### config.mk
export PLATFORM = sky130hd
export DESIGN_NAME = decimal_fields_to_packed_hex
export DESIGN_NICKNAME = d
export VERILOG_FILES = /design/src/sv/dfph_pkg.sv /design/src/sv/dfph_emit.sv /design/src/sv/decimal_fields_to_packed_hex.sv
export SDC_FILE = /design/constraint.sdc
export NUM_CORES = 1
export LEC_CHECK = 0
export ABC_CLOCK_PERIOD_IN_PS = 4700
export BUFFER_PORTS_ARGS = -buffer_cell sky130_fd_sc_hd__buf_2
export CORE_ASPECT_RATIO = 0.75
export CORE_UTILIZATION = 61
export DETAILED_ROUTE_END_ITERATION = 8
export MAX_ROUTING_LAYER = met4
export PLACE_DENSITY_LB_ADDON = 0.15
export SYNTH_ARGS = -nofsm -noshare
export SYNTH_HDL_FRONTEND = slang
export SYNTH_SLANG_ARGS = --single-unit
### constraint.sdc
create_clock -name clk -period 4.7 [get_ports clk]
set_input_delay 0.94 -clock clk [delete_from_list [all_inputs] [get_ports clk]]
set_output_delay 0.94 -clock clk [all_outputs]
set_load 0.05 [all_outputs]
### src/sv/dfph_pkg.sv
package dfph_pkg;

  localparam int CharW  = 8;
  localparam int AccW   = 11;
  localparam int WordW  = 32;
  localparam int PosW   = 3;
  localparam int FieldW = 3;
  localparam int CountW = 4;

  // byte positions inside a field and fields inside a record
  localparam logic [PosW-1:0]   PosSign   = 3'd0;
  localparam logic [PosW-1:0]   PosSep    = 3'd5;
  localparam logic [FieldW-1:0] FieldLast = 3'd4;

  // ascii codes
  localparam logic [CharW-1:0] ChZero  = 8'h30;
  localparam logic [CharW-1:0] ChUpA   = 8'h41;
  localparam logic [CharW-1:0] ChX     = 8'h78;
  localparam logic [CharW-1:0] ChMinus = 8'h2d;
  localparam logic [CharW-1:0] ChNl    = 8'h0a;

  // output sequence: "0x", eight hex digits, newline
  localparam logic [CountW-1:0] CntZero   = 4'd0;
  localparam logic [CountW-1:0] CntX      = 4'd1;
  localparam logic [CountW-1:0] CntNl     = 4'd10;
  localparam logic [CountW-1:0] CntDigHi  = 4'd9;

  // finished word handed to the text emitter
  typedef struct packed {
    logic             valid;
    logic [WordW-1:0] word;
  } load_t;

  // mask a field value and place it at its offset in the word
  function automatic logic [WordW-1:0] field_bits(input logic [FieldW-1:0] idx,
                                                  input logic [AccW-1:0] val);
    logic [WordW-1:0] ext;
    ext = {{(WordW-AccW){1'b0}}, val};
    case (idx)
      3'd0:    field_bits = (ext & 32'h0000_0007);
      3'd1:    field_bits = (ext & 32'h0000_00ff) << 3;
      3'd2:    field_bits = (ext & 32'h0000_001f) << 11;
      3'd3:    field_bits = (ext & 32'h0000_001f) << 16;
      3'd4:    field_bits = (ext & 32'h0000_07ff) << 21;
      default: field_bits = (ext & 32'h0000_0007);
    endcase
  endfunction

  // uppercase hex digit of a nibble
  function automatic logic [CharW-1:0] hex_char(input logic [3:0] nib);
    if (nib >= 4'd10) hex_char = ChUpA + {4'd0, nib} - 8'd10;
    else hex_char = ChZero + {4'd0, nib};
  endfunction

endpackage

### src/sv/dfph_emit.sv
module dfph_emit (
  input  logic            clk,
  input  logic            rst,
  input  dfph_pkg::load_t load,
  output logic            ready,
  output logic            m_tvalid,
  input  logic            m_tready,
  output logic [7:0]      m_tdata,   // [7:0] out_char
  output logic            m_tlast    // out_last
);
  import dfph_pkg::*;

  logic              busy;
  logic [CountW-1:0] count;
  logic [WordW-1:0]  word;
  logic              xfer;
  logic [3:0]        nib;
  logic [CountW-1:0] nib_sel;

  assign xfer  = m_tvalid && m_tready;
  assign ready = !busy || (xfer && count == CntNl);

  // sequence counter and held word
  always_ff @(posedge clk) begin
    if (rst) begin
      busy  <= 1'b0;
      count <= CntZero;
    end else begin
      if (load.valid) begin
        busy  <= 1'b1;
        count <= CntZero;
        word  <= load.word;
      end else if (xfer) begin
        if (count == CntNl) begin
          busy  <= 1'b0;
          count <= CntZero;
        end else begin
          count <= count + 4'd1;
        end
      end
    end
  end

  // nibble select, most significant first
  assign nib_sel = CntDigHi - count;
  always_comb begin
    case (nib_sel)
      4'd0:    nib = word[3:0];
      4'd1:    nib = word[7:4];
      4'd2:    nib = word[11:8];
      4'd3:    nib = word[15:12];
      4'd4:    nib = word[19:16];
      4'd5:    nib = word[23:20];
      4'd6:    nib = word[27:24];
      4'd7:    nib = word[31:28];
      default: nib = 4'd0;
    endcase
  end

  // output character
  always_comb begin
    case (count)
      CntZero: m_tdata = ChZero;
      CntX:    m_tdata = ChX;
      CntNl:   m_tdata = ChNl;
      default: m_tdata = hex_char(nib);
    endcase
  end

  assign m_tvalid = busy;
  assign m_tlast  = busy && count == CntNl;

  a_idle_count: assert property (@(posedge clk) disable iff (rst)
    !busy |-> count == CntZero) else $error("count not cleared while idle");

  a_no_overrun: assert property (@(posedge clk) disable iff (rst)
    load.valid |-> ready) else $error("word loaded while text still pending");

  a_count_range: assert property (@(posedge clk) disable iff (rst)
    busy |-> count <= CntNl) else $error("sequence count out of range");

  a_end_idle: assert property (@(posedge clk) disable iff (rst)
    (xfer && m_tlast && !load.valid) |=> !busy) else $error("emitter stuck busy");

endmodule

### src/sv/decimal_fields_to_packed_hex.sv
// channel | dir | tdata               | other
// s_      | in  | [7:0] in_char       | -
// m_      | out | [7:0] out_char      | tlast = out_last
//
// one input byte is taken per cycle while s_tready is high; the 30th byte of a record
// hands the packed word to the text emitter, which sends 11 bytes at one per cycle
// while m_tready is high. s_tready drops only on a record's final byte while the
// previous record's text has not fully left; output stalls hold m_tdata and m_tlast.
// rst is synchronous and clears the field position, sign, accumulator and word.
module decimal_fields_to_packed_hex (
  input  logic       clk,
  input  logic       rst,
  input  logic       s_tvalid,
  output logic       s_tready,
  input  logic [7:0] s_tdata,   // [7:0] in_char
  output logic       m_tvalid,
  input  logic       m_tready,
  output logic [7:0] m_tdata,   // [7:0] out_char
  output logic       m_tlast    // out_last
);
  import dfph_pkg::*;

  logic [PosW-1:0]   char_position;
  logic [FieldW-1:0] field_index;
  logic              negative_flag;
  logic [AccW-1:0]   digit_accumulator;
  logic [WordW-1:0]  packed_word;

  logic              accept;
  logic              rec_end;
  logic              emit_ready;
  logic [AccW-1:0]   digit;
  logic [AccW-1:0]   acc_next;
  logic [AccW-1:0]   val;
  logic [WordW-1:0]  word_next;
  load_t             load;

  assign rec_end  = char_position == PosSep && field_index == FieldLast;
  assign s_tready = !rec_end || emit_ready;
  assign accept   = s_tvalid && s_tready;

  // digit update: acc * 10 + (byte - '0'), modulo 2048
  assign digit    = {3'd0, s_tdata} - {3'd0, ChZero};
  assign acc_next = (digit_accumulator << 3) + (digit_accumulator << 1) + digit;

  // signed field value and the word with it merged in
  assign val       = negative_flag ? (11'd0 - digit_accumulator) : digit_accumulator;
  assign word_next = packed_word | field_bits(field_index, val);

  // field parser
  always_ff @(posedge clk) begin
    if (rst) begin
      char_position     <= PosSign;
      field_index       <= 3'd0;
      negative_flag     <= 1'b0;
      digit_accumulator <= '0;
      packed_word       <= '0;
    end else if (accept) begin
      if (char_position == PosSign) begin
        negative_flag     <= s_tdata == ChMinus;
        digit_accumulator <= '0;
        char_position     <= char_position + 3'd1;
      end else if (char_position != PosSep) begin
        digit_accumulator <= acc_next;
        char_position     <= char_position + 3'd1;
      end else begin
        char_position <= PosSign;
        if (field_index == FieldLast) begin
          field_index <= 3'd0;
          packed_word <= '0;
        end else begin
          field_index <= field_index + 3'd1;
          packed_word <= word_next;
        end
      end
    end
  end

  assign load.valid = accept && rec_end;
  assign load.word  = word_next;

  dfph_emit u_emit (
    .clk      (clk),
    .rst      (rst),
    .load     (load),
    .ready    (emit_ready),
    .m_tvalid (m_tvalid),
    .m_tready (m_tready),
    .m_tdata  (m_tdata),
    .m_tlast  (m_tlast)
  );

  a_pos_range: assert property (@(posedge clk) disable iff (rst)
    char_position <= PosSep) else $error("char position out of range");

  a_field_range: assert property (@(posedge clk) disable iff (rst)
    field_index <= FieldLast) else $error("field index out of range");

  a_word_clear: assert property (@(posedge clk) disable iff (rst)
    load.valid |=> packed_word == '0) else $error("word not cleared after record");

endmodule
==> summary.md <==
| Metric | Value |
|---|---|
| Unrepaired setup endpoints after global routing | `false` |
| Cells after Synth | `447` |
| Reg2reg setup slack | `1.45 ns` |
| Final ANT Viol Nets | `0` |
| Core area | `approximately 7400 µm²` |
| Slew margin rel. | `0.341` |
| Syn. warnings | `0` |
| Clock slew at reported path FFs | `0.10 ns` |
| Area leader, netlist | `dfxtp_1` |
| Drt pass-1 iters | `5` |
| Critical Path Start Type | `register` |
| Clock sinks | `87` |
| Fill cells | `565` |
| CP max FO | `10` |
| CTS root buf | `clkbuf_8` |
| Pwr Total | `1.48 mW` |
| P per Cell Area | `293 nW/µm²` |
| Slew Viols, Final | `0` |
| VDD IR max | `163 µV` |
| Pin count of the biggest net entering global routing | `33` |
| Layout overhead on the synthesized area | `6.96%` |
| CP arrival | `3.36 ns` |
| GRT overflow | `0` |
| Initial Utilization | `0.636` |
| GRT Overall Usage | `0.283` |
| Final Skew | `roughly 0.02 ns` |
| Worst setup margin | `approximately 0.40 ns` |
| Worst EP required | `about 3.8 ns` |
| Layout Nets | `500` |
| Sequential cell area fraction in the yosys report | `0.438` |
| CTS tree | `yes` |
| Final setup viols | `0` |
| CP startpoint | `u_emit.count[2]` |
| Setup slack at placement | `0.796 ns` |
| Syn_nets | `489` |
| Min-delay worst type | `register to register` |
| Post-CTS sizing | `0` |
| Fin crit share | `0.914` |
| Setup tns final | `0 ns` |
| Finished Layout Cells | `about 560` |
| Gpl congestion | `0.827` |
| Register area | `2060 µm²` |
| Hold Buf Count CTS | `0` |
| Post-synth ARST share | `0` |
| Clk buf depth | `2` |
| Post-layout min period | `4.30 ns` |
| DR iter-0 viols | `247` |
| Reg2reg start | `digit_accumulator[0]` |
| CP Class | `register to output port` |
| Worst skew pair latency | `0.38 ns` |
| Final hold violation count | `0` |
| Peak Freq | `0.233 GHz` |
| Critical Path End | `m_tdata[3]` |
| LEAKAGE | `2.35 nW` |
| Die Y-Extent | `78.1 µm` |
| Yosys top cell area share | `0.234` |
| Die Wd | `103 µm` |
| Antenna diodes | `0` |
| Reg2reg path depth | `9` |
| Actual slew at the worst max-slew pin | `0.978 ns` |
| Total routed wirelength | `~10000 µm` |
| Residual DRC count | `0` |
| Status | `completed` |
| Post-DR wirelength/cell | `17.8 µm` |
| Post-synth EDFFs | `32` |
| Drt via density | `6.10` |
| Htree depth | `3` |
| DP Cell Count | `548` |
| Synth Cell Area | `4710 µm²` |
| Setup Fix Bufs, Post-CTS | `0` |
| Die area | `between 8000 and 9000 µm²` |
| Port Buffer Count | `21` |
| First-pass GRT wire length | `16400 µm` |
| Hpwl dp | `7200 µm` |
| Total CTS buffers | `9` |
| Avg Synthesized Cell Area | `10.5 µm²` |
| Yosys cell types | `63` |
| Hold Startpoint | `packed_word[31]` |
| Layout cells sized above 1 | `0.114` |
| Core Rows | `27` |
| Via count | `3440` |
| Max cap viols | `0` |
| Top cells by area, synth | `dfxtp_1, edfxtp_1, ha_1, a21o_1, o211a_1` |
| Reg2reg end | `digit_accumulator[9]` |
| Antenna violations before repair | `0` |
| I/O pins | `23` |
| Number of synthesized register bits | `87` |
| CP Capture Type | `output port` |
| Multi-input combinational cell area | `2430 µm²` |
| Synth Flop Type | `dfxtp_1` |
| Vias in the first global route | `around 3300` |
==> worst max-delay path, stage by stage, from the launching register on <==
cell and delay [ns]:
dfxtp_1 0.42, inv_1 0.11, ha_1 0.51, mux4_2 0.54
a21oi_1 0.25, inv_1 0.10, ha_1 0.22, a211o_1 0.28
o32ai_1 0.23, buf_2 0.31
==> routing by layer <==
metal | wire [µm] | track usage
met2 | 4460 | 0.409
met4 | 150 | 0.0873
met5 | 0 | -
met1 | 4860 | 0.400
met3 | 538 | 0.0606
==> worst min path at each step <==
stage,endpoint,slack (ns),depth (start not counted)
3_3_place_gp,packed_word[31],0.44,1
3_5_place_dp,packed_word[31],0.44,1
2_1_floorplan,packed_word[24],0.42,1
4_1_cts,packed_word[31],0.47,1
5_1_grt,packed_word[26],0.49,1
6_report,packed_word[31],0.46,1
==> synth_stat cells, types with 8 or more instances <==
library cell / n
fa_1: 8
clkbuf_1: 11
and2_1: 16
buf_2: 8
nor2b_1: 9
a21oi_1: 21
a21o_1: 26
o21bai_1: 10
nand3_1: 11
mux2i_1: 10
nor3_1: 11
dfxtp_1: 55
ha_1: 22
edfxtp_1: 32
nand2_1: 21
xor2_1: 11
o211a_1: 17
inv_1: 20
nor2_1: 26
xnor2_1: 14
o31ai_1: 8
==> cell type report <==
class                      count  share of cell area
multi-input combinational    316               0.483
sequential                    87               0.409
timing repair buffer          24              0.0253
tap                          101              0.0251
clock buffer                   9              0.0246
clock inverter                 7              0.0171
inverter                      20              0.0149
==> cells by family (layout without fill, tap and decap cells) <==
| logic type | count (synthesis) | in the layout | share of synthesized area |
|---|---|---|---|
| muxes | 14 | 14 | 0.0380 |
| buffers and inverters | 44 | 60 | 0.0454 |
| other | 1 | 1 | 0.000796 |
| xor gates and xnor gates | 25 | 25 | 0.0465 |
| and+or+nand+nor | 124 | 124 | 0.141 |
| adders and majority gates | 30 | 30 | 0.0925 |
| AOI/OAI and AO/OA | 122 | 122 | 0.198 |
| DFF | 87 | 87 | 0.438 |
==> layout by cell type, fill, tap and decap left out, types with 3 or more instances in the layout <==
master	n
ha_1	22
o21ai_0	4
o21ai_1	4
inv_1	20
o31ai_1	8
mux4_2	3
dfxtp_1	55
and2_1	16
mux2i_1	10
nor2b_1	9
clkinv_8	3
xor2_1	11
a22oi_1	4
nand2_1	21
or3_1	7
a31oi_1	7
a21o_1	26
nor2_1	25
a21oi_1	21
buf_4	3
edfxtp_1	32
o21bai_1	10
nand3_1	11
o211a_1	17
fa_1	8
nor3_1	11
clkbuf_8	9
xnor2_1	14
nand2b_1	6
buf_2	21
==> sequential cells by signal, indices dropped and copies added, names as in the netlist <==
name and count:
digit_accumulator 11, u_emit.word 32, u_emit.m_tvalid 1, char_position 3, field_index 3, packed_word 32
u_emit.count 4, negative_flag 1
==> through the flow <==
| stage | util | hold slack [ns] | area, µm² |
|---|---|---|---|
| CTS | 0.681 | 0.465 | 5040 |
| detailed placement | 0.652 | 0.441 | 4830 |
| finish | 0.681 | 0.459 | 5040 |
| floorplan | - | 0.424 | 4710 |
| global route | 0.681 | 0.487 | 5040 |
| global placement | 0.652 | 0.436 | 4830 |
==> power by group <==
| group | switching [mW] | total, mW | internal (mW) |
|---|---|---|---|
| logic | 0.0902 | 0.152 | 0.0614 |
| registers | 0.0164 | 0.799 | 0.782 |
| clock network | 0.314 | 0.526 | 0.213 |
| total | 0.421 | 1.48 | 1.06 |
(Power assumes the default switching activity.)
